File: config.mk
export PLATFORM = sky130hd
export DESIGN_NAME = bfrs_ctrl
export DESIGN_NICKNAME = d
export VERILOG_FILES = /design/src/hdl/bfrs_pkg.sv /design/src/hdl/bfrs_ctrl.sv
export SDC_FILE = /design/constraint.sdc
export NUM_CORES = 1
export LEC_CHECK = 0
export ABC_AREA = 1
export BUFFER_PORTS_ARGS = -buffer_cell sky130_fd_sc_hd__buf_2
export CAP_MARGIN = 30
export CORE_AREA = 10 10 47 49
export DETAILED_ROUTE_END_ITERATION = 10
export DIE_AREA = 0 0 57 59
export HOLD_SLACK_MARGIN = 0.12
export MAX_ROUTING_LAYER = met4
export PLACE_DENSITY = 0.51
export SKIP_LAST_GASP = 1
export SLEW_MARGIN = 0
export SYNTH_ARGS = -nofsm -noshare
export SYNTH_HDL_FRONTEND = slang
export SYNTH_SLANG_ARGS = --single-unit
File: constraint.sdc
create_clock -name clk_i -period 1.3 [get_ports clk_i]
set_input_delay 0.195 -clock clk_i [delete_from_list [all_inputs] [get_ports clk_i]]
set_output_delay 0.195 -clock clk_i [all_outputs]
set_load 0.05 [all_outputs]
File: src/hdl/bfrs_pkg.sv
// shared types and constants for the bit field row store
// no dependencies; imported by the controller, datapath and top level
package bfrs_pkg;

  localparam int unsigned WordBitsC  = 64;
  localparam int unsigned WithinBitsC = 6;

  typedef enum logic [1:0] {
    CMD_READ  = 2'd0,
    CMD_WRITE = 2'd1,
    CMD_CLEAR = 2'd2,
    CMD_NONE  = 2'd3
  } bfrs_cmd_e;

  typedef enum logic [2:0] {
    ST_INIT,
    ST_IDLE,
    ST_LOOK,
    ST_ACCESS,
    ST_UPPER,
    ST_WIPE,
    ST_REPLY
  } bfrs_state_e;

  // controller to datapath
  typedef struct packed {
    logic capture;
    logic look;
    logic access;
    logic upper;
    logic clr_step;
    logic clr_res;
    logic load_out;
  } bfrs_ctrl_t;

  // datapath to controller
  typedef struct packed {
    logic is_clear;
    logic upper_wr;
    logic clr_last;
    logic out_free;
  } bfrs_stat_t;

endpackage

File: src/hdl/bfrs_ctrl.sv
// sequencer for the bit field row store: capture, lookup, access, upper word write, reply, clear sweep
// depends on bfrs_pkg
module bfrs_ctrl
  import bfrs_pkg::*;
(
  input  logic       clk_i,
  input  logic       rst_ni,
  input  logic       in_valid_i,
  output logic       in_ready_o,
  input  bfrs_stat_t stat_i,
  output bfrs_ctrl_t ctrl_o
);

  bfrs_state_e state_q, state_d;

  always_ff @(posedge clk_i or negedge rst_ni) begin
    if (!rst_ni) begin
      state_q <= ST_INIT;
    end else begin
      state_q <= state_d;
    end
  end

  always_comb begin
    state_d = state_q;
    case (state_q)
      ST_INIT: begin
        if (stat_i.clr_last) state_d = ST_IDLE;
      end
      ST_IDLE: begin
        if (in_valid_i) state_d = ST_LOOK;
      end
      ST_LOOK: begin
        state_d = stat_i.is_clear ? ST_WIPE : ST_ACCESS;
      end
      ST_ACCESS: begin
        state_d = stat_i.upper_wr ? ST_UPPER : ST_REPLY;
      end
      ST_UPPER: begin
        state_d = ST_REPLY;
      end
      ST_WIPE: begin
        if (stat_i.clr_last) state_d = ST_REPLY;
      end
      ST_REPLY: begin
        if (stat_i.out_free) state_d = ST_IDLE;
      end
      default: begin
        state_d = ST_INIT;
      end
    endcase
  end

  always_comb begin
    ctrl_o     = '0;
    in_ready_o = 1'b0;
    case (state_q)
      ST_INIT: begin
        ctrl_o.clr_step = 1'b1;
      end
      ST_IDLE: begin
        in_ready_o     = 1'b1;
        ctrl_o.capture = in_valid_i;
      end
      ST_LOOK: begin
        ctrl_o.look = 1'b1;
      end
      ST_ACCESS: begin
        ctrl_o.access = 1'b1;
      end
      ST_UPPER: begin
        ctrl_o.upper = 1'b1;
      end
      ST_WIPE: begin
        ctrl_o.clr_step = 1'b1;
        ctrl_o.clr_res  = 1'b1;
      end
      ST_REPLY: begin
        ctrl_o.load_out = stat_i.out_free;
      end
      default: begin
        ctrl_o = '0;
      end
    endcase
  end

endmodule

==> results of run 1 <==
-- cells in the final DEF, fill, tap and decap left out, types with 2 or more instances in the layout --
| cell type | count |
|---|---|
| clkbuf_4 | 3 |
| nand2_2 | 2 |
| buf_6 | 4 |
| nand2_1 | 17 |
| nor2_2 | 4 |
| nand3_2 | 3 |
| buf_4 | 7 |
| inv_4 | 2 |
| nor2_1 | 7 |
| buf_8 | 4 |
| nand4_1 | 3 |
| inv_2 | 3 |
| buf_2 | 6 |
| dfrtp_2 | 3 |
| nand3_1 | 3 |
| inv_1 | 5 |
-- area by class of cell --
cell class / instances / area share [%]
tap: 16 / 3.46
multi-input combinational: 41 / 35.9
inverter: 11 / 8.23
sequential: 3 / 13.6
clock buffer: 4 / 4.55
timing repair buffer: 22 / 34.2
-- cell usage after synthesis (all sizes together) --
master | count | share of area, %
clkinv | 1 | 1.1
inv | 10 | 11
buf | 2 | 6.8
nor2 | 12 | 16
nand2 | 19 | 23
nand4 | 3 | 5.7
a21oi | 1 | 1.5
dfrtp | 3 | 23
nand3 | 6 | 12
-- power by group through the flow --
stage          Sequential (mW)  Combinational (mW)  Clock [mW]
2_1_floorplan            0.176               0.876           0
3_3_place_gp             0.241               0.959           0
3_5_place_dp             0.243               0.955           0
4_1_cts                  0.269                1.30       0.179
5_1_grt                  0.274                1.41       0.187
6_report                 0.262                1.31       0.174
-- repair_timing --
item | CTS | global route
gates resized for setup | 28 | 0
endpoints found under the hold margin | 3 | 0
hold buffers | 1 | 0
setup endpoints to repair | 8 | 11
buffers inserted | 6 | 1
cloned | 0 | 0
pin swaps | 2 | 6
-- stage by stage --
step           hold WS (ns)  setup TNS [ns]  utilization, %  power, mW
6_report              0.273          -0.352            41.3       1.75
3_3_place_gp       -0.00646               0            29.5       1.20
2_1_floorplan        -0.101               0               -       1.05
3_5_place_dp       -0.00846               0            29.5       1.20
5_1_grt               0.294          -0.878            41.3       1.87
4_1_cts               0.273          -0.450            41.3       1.75
-- metal layers --
metal	track usage, %	share of wire [%]
met1	6.68	41
met2	10.7	48
met3	3.65	9.0
met4	4.03	2.0
met5	-	0
-- worst max-delay path, cell delays in order (launching register included) --
cell	delay (ns)
dfrtp_2	0.46
nor2_4	0.14
nand2_1	0.08
nand2_2	0.09
buf_8	0.14
-- kinds of logic after synthesis --
| kind of cell | share of synthesized area [%] |
|---|---|
| AND/OR/NAND/NOR | 56.6 |
| buffers and inverters | 19.2 |
| flip-flops | 22.6 |
| AO/OA/AOI/OAI | 1.51 |
-- final timing paths --
check                                            start                endpoint  slack (ns)  cells after the start
worst max-delay path            state_q[0]$_DFFE_PN0P_               ctrl_o[2]       -0.07                      4
worst min-delay path                            rst_ni  state_q[0]$_DFFE_PN0P_        0.27                      2
worst max register to register  state_q[0]$_DFFE_PN0P_  state_q[2]$_DFFE_PN0P_        0.13                      7
worst min register to register  state_q[2]$_DFFE_PN0P_  state_q[1]$_DFFE_PN0P_        0.70                      2
max in group asynchronous                       rst_ni  state_q[1]$_DFFE_PN0P_        0.90                      2
min in group clk_i                           stat_i[3]  state_q[2]$_DFFE_PN0P_        0.27                      5
==> impl_metrics.env, run 1 <==
export IMPL_cts_sinks=3
export IMPL_synth_cell_types=13
export IMPL_hold_violations=0
export IMPL_hold_path_class="input pin to async pin"
export IMPL_dr_pass1_iters=4
export IMPL_gp_congestion=0.741
export IMPL_fin_ws_ns=-0.0675
export IMPL_internal_power_mw=0.800
export IMPL_drt_first_iter_violations=2
export IMPL_synthToLayoutAreaGrowth_pct=74.3
export IMPL_die_w_um=57
export IMPL_criticalPathCategory="flip-flop to primary output"
export IMPL_max_freq_mhz=731
export IMPL_switchingPower_mw=0.946
export IMPL_rsz0062_at_grt="yes"
export IMPL_clock_path_buffers=2
export IMPL_p_comb_share_pct=75.1
export IMPL_routed_wl_um=1030
export IMPL_synth_seq_cells=3
export IMPL_antenna_found_initial=0
export IMPL_finalSetupViolations=8
export IMPL_place_ws_ns=0.0333
export IMPL_violations="negative setup slack"
export IMPL_regMostFlops="state_q"
export IMPL_critPathRequiredTime_ns=1.11
export IMPL_die_area_um2=3360
export IMPL_ant_nets=0
export IMPL_grt_pass1_vias=426
export IMPL_p_leak_nw=0.336
export IMPL_power_density_nw_per_um2=3020
export IMPL_ir_drop_uv=1250
export IMPL_track_usage_pct=6.85
export IMPL_yosysWarnings=0
export IMPL_final_nets=89
export IMPL_vias_per_cell=4.21
export IMPL_nFillCells=153
export IMPL_die_h_um=59
export IMPL_fin_crit_sh_pct=105
export IMPL_path_max_fanout=7
export IMPL_grt_overflow=0
export IMPL_slew_headroom_pct=88.0
export IMPL_cts_tree="yes"
export IMPL_fin_area_um2=578
export IMPL_hpwl_um=725
export IMPL_start_kind="flip-flop"
export IMPL_regArea_um2=78.8
export IMPL_drv_slew=0
export IMPL_postSynthAreaPerCell_um2=5.82
export IMPL_period_needed_ns=1.37
export IMPL_syn_inst=57
export IMPL_cts_root_buffer="clkbuf_4"
export IMPL_grt_first_pass_wirelength_um=1750
export IMPL_worst_clock_skew_ns=0.00699
export IMPL_fin_cells=97
export IMPL_core_area_um2=1400
export IMPL_end_kind="primary output"
export IMPL_insertion_delay_ns=0.24
export IMPL_place_inst=86
export IMPL_top_regs="state_q (3)"
export IMPL_port_buffers=14
export IMPL_multi_input_area_um2=208
export IMPL_status="finished, violations left"
export IMPL_cts_buffers=3
export IMPL_initial_utilization_pct=23.7
export IMPL_clk_pin_slew_ns=0.04
export IMPL_row_count=14
export IMPL_maxCapViolations=0
export IMPL_syn_num_nets=64
export IMPL_largest_reg_flops=3
export IMPL_htree_levels=1
export IMPL_n_antenna_cell=0
export IMPL_synth_seq_area_share_pct=22.6
export IMPL_worst_pin_slew_ns=0.181
export IMPL_drive_gt1_share_pct=53.1
export IMPL_num_vias=408
export IMPL_syn_area_um2=332
export IMPL_switching_share_pct=54.2
export IMPL_p_clk_share_pct=9.9
export IMPL_arrival_ns=1.17
export IMPL_io_pins=15
export IMPL_wire_per_inst_um=10.6
export IMPL_drc=0
export IMPL_grt_max_degree=8
export IMPL_power_frac_seq_pct=15.0
export IMPL_placed_cell_area_um2=413
(Power assumes the default switching activity.)
==> inputs of run 2 (changes only) <==
- TNS_END_PERCENT: not set -> 20
==> run 2 against run 1 <==
  * The run still ends with negative setup slack left
  * Clock power down 9%
  * Final area up 2.6%
  * Worst setup slack worse by 0.0020 ns
  * Clock skew down 0.0046 ns
  * Critical path depth unchanged
  * Worst hold slack better by 0.0082 ns
  * Critical path type unchanged
  * Highest routed layer is now met3
==> impl_metrics.env, run 2 (synthesis results as in run 1) <==
export IMPL_hold_violations=0
export IMPL_drc=0
export IMPL_clk_pin_slew_ns=0.04
export IMPL_cts_sinks=3
export IMPL_start_kind="flip-flop"
export IMPL_arrival_ns=1.17
export IMPL_nFillCells=157
export IMPL_die_area_um2=3360
export IMPL_worst_pin_slew_ns=0.209
export IMPL_clock_path_buffers=2
export IMPL_row_count=14
export IMPL_grt_pass1_vias=471
export IMPL_hpwl_um=740
export IMPL_gp_congestion=0.687
export IMPL_maxCapViolations=0
export IMPL_slowest_delay_ns=0.47
export IMPL_grt_first_pass_wirelength_um=1860
export IMPL_insertion_delay_ns=0.23
export IMPL_ir_drop_uv=1230
export IMPL_worstPathCellList="inv_4, nand3_1, inv_2, buf_6"
export IMPL_grt_max_degree=7
export IMPL_place_ws_ns=0.0262
export IMPL_grt_use_met1_pct=7.23
export IMPL_initial_utilization_pct=23.7
export IMPL_cts_tree="yes"
export IMPL_end_kind="primary output"
export IMPL_path_max_fanout=6
export IMPL_rsz0062_at_grt="yes"
export IMPL_core_area_um2=1400
export IMPL_track_usage_pct=6.88
export IMPL_power_density_nw_per_um2=2980
export IMPL_drt_first_iter_violations=4
export IMPL_io_pins=15
export IMPL_routed_wl_um=1010
export IMPL_die_h_um=59
export IMPL_largest_reg_flops=3
export IMPL_cts_root_buffer="clkbuf_4"
export IMPL_most_common_layout_cells="nand2_1 (16), nor2_1 (7), buf_2 (6), buf_6 (6), buf_4 (6)"
export IMPL_critPathRequiredTime_ns=1.11
export IMPL_criticalPathCategory="flip-flop to primary output"
export IMPL_final_nets=89
export IMPL_met2_usage_pct=11.0
export IMPL_n_antenna_cell=0
export IMPL_hold_path_class="input pin to flip-flop"
export IMPL_finalSetupViolations=8
export IMPL_worst_clock_skew_ns=0.00242
export IMPL_ant_nets=0
export IMPL_port_buffers=14
export IMPL_cp_slowest_cell="dfrtp_2"
export IMPL_num_vias=432
export IMPL_status="finished, violations left"
export IMPL_fin_crit_sh_pct=105
export IMPL_grt_busiest_layer="met2"
export IMPL_grt_overflow=0
export IMPL_final_common_cell="nand2_1"
export IMPL_vias_per_cell=4.45
export IMPL_antenna_found_initial=0
export IMPL_top_regs="state_q (3)"
export IMPL_slew_headroom_pct=86.1
export IMPL_synthToLayoutAreaGrowth_pct=78.9
export IMPL_cts_buffers=3
export IMPL_drive_gt1_share_pct=54.3
export IMPL_violations="negative setup slack"
export IMPL_dr_pass1_iters=4
export IMPL_period_needed_ns=1.37
export IMPL_fin_util_pct=42.3
export IMPL_die_w_um=57
export IMPL_p_leak_nw=0.326
export IMPL_fin_ws_ns=-0.0695
export IMPL_drv_slew=0
export IMPL_regMostFlops="state_q"
export IMPL_htree_levels=1
export IMPL_wire_per_inst_um=10.4
export IMPL_use_met3_pct=2.36
export IMPL_max_freq_mhz=730
run 2: cell counts in the layout (fill, tap and decap cells not counted):
No cell type changed its count.
run 2: per-layer routing:
metal  routed length, um  vias up
met1                 459      197
li1                    -      225
met2                 526       10
met4                   0        0
met5                   0        -
met3                  20        0
run 2: path summary, 6_finish.rpt:
kind / endpoint / slack [ns] / start / cells past startpoint
worst max-delay path: ctrl_o[4] / -0.07 / state_q[2]$_DFFE_PN0P_ / 4
worst min-delay path: state_q[2]$_DFFE_PN0P_ / 0.28 / stat_i[3] / 5
worst max register to register: state_q[0]$_DFFE_PN0P_ / 0.12 / state_q[1]$_DFFE_PN0P_ / 8
worst min register to register: state_q[2]$_DFFE_PN0P_ / 0.62 / state_q[2]$_DFFE_PN0P_ / 2
max in group asynchronous: state_q[1]$_DFFE_PN0P_ / 0.89 / rst_ni / 2
min in group asynchronous: state_q[2]$_DFFE_PN0P_ / 0.29 / rst_ni / 2
run 2: per-stage QoR:
step	area [um^2]	setup TNS (ns)	std cells	hold WS [ns]	total power [mW]
3_5_place_dp	402	0	85	-0.00577	1.17
3_3_place_gp	402	0	85	-0.00817	1.18
2_1_floorplan	334	-0.206	57	-0.101	1.05
4_1_cts	547	-0.439	94	0.273	1.65
5_1_grt	593	-0.866	97	0.297	1.92
6_report	593	-0.369	97	0.281	1.77
run 2: area by class of cell:
cell class | count | area [um^2] | area share (%)
multi-input cells | 41 | 235 | 39.7
clock buffers | 4 | 26.3 | 4.43
well taps | 16 | 20.0 | 3.38
inverters | 11 | 46.3 | 7.81
repair buffers | 22 | 186 | 31.4
flip-flops and latches | 3 | 78.8 | 13.3
run 2: timing repair:
action                     4_1_cts  5_1_grt
setup buffers                    4        3
gates cloned                     0        0
hold buffers                     1        0
gates resized for setup         26        7
setup endpoints to repair        8        8
hold endpoints to repair         3        0
pin swaps                        4        4
run 2: power breakdown:
| group | total, mW | switching (mW) | internal, mW |
|---|---|---|---|
| logic | 1.32 | 0.797 | 0.527 |
| clock network | 0.159 | 0.0443 | 0.115 |
| registers | 0.285 | 0.134 | 0.151 |
| total | 1.77 | 0.975 | 0.793 |
run 2: critical path: cells and delay by family, from the launching register on:
family,cells,cell delay [ns]
DFF,1,0.47
buffers and inverters,3,0.36
and+or+nand+nor,1,0.11
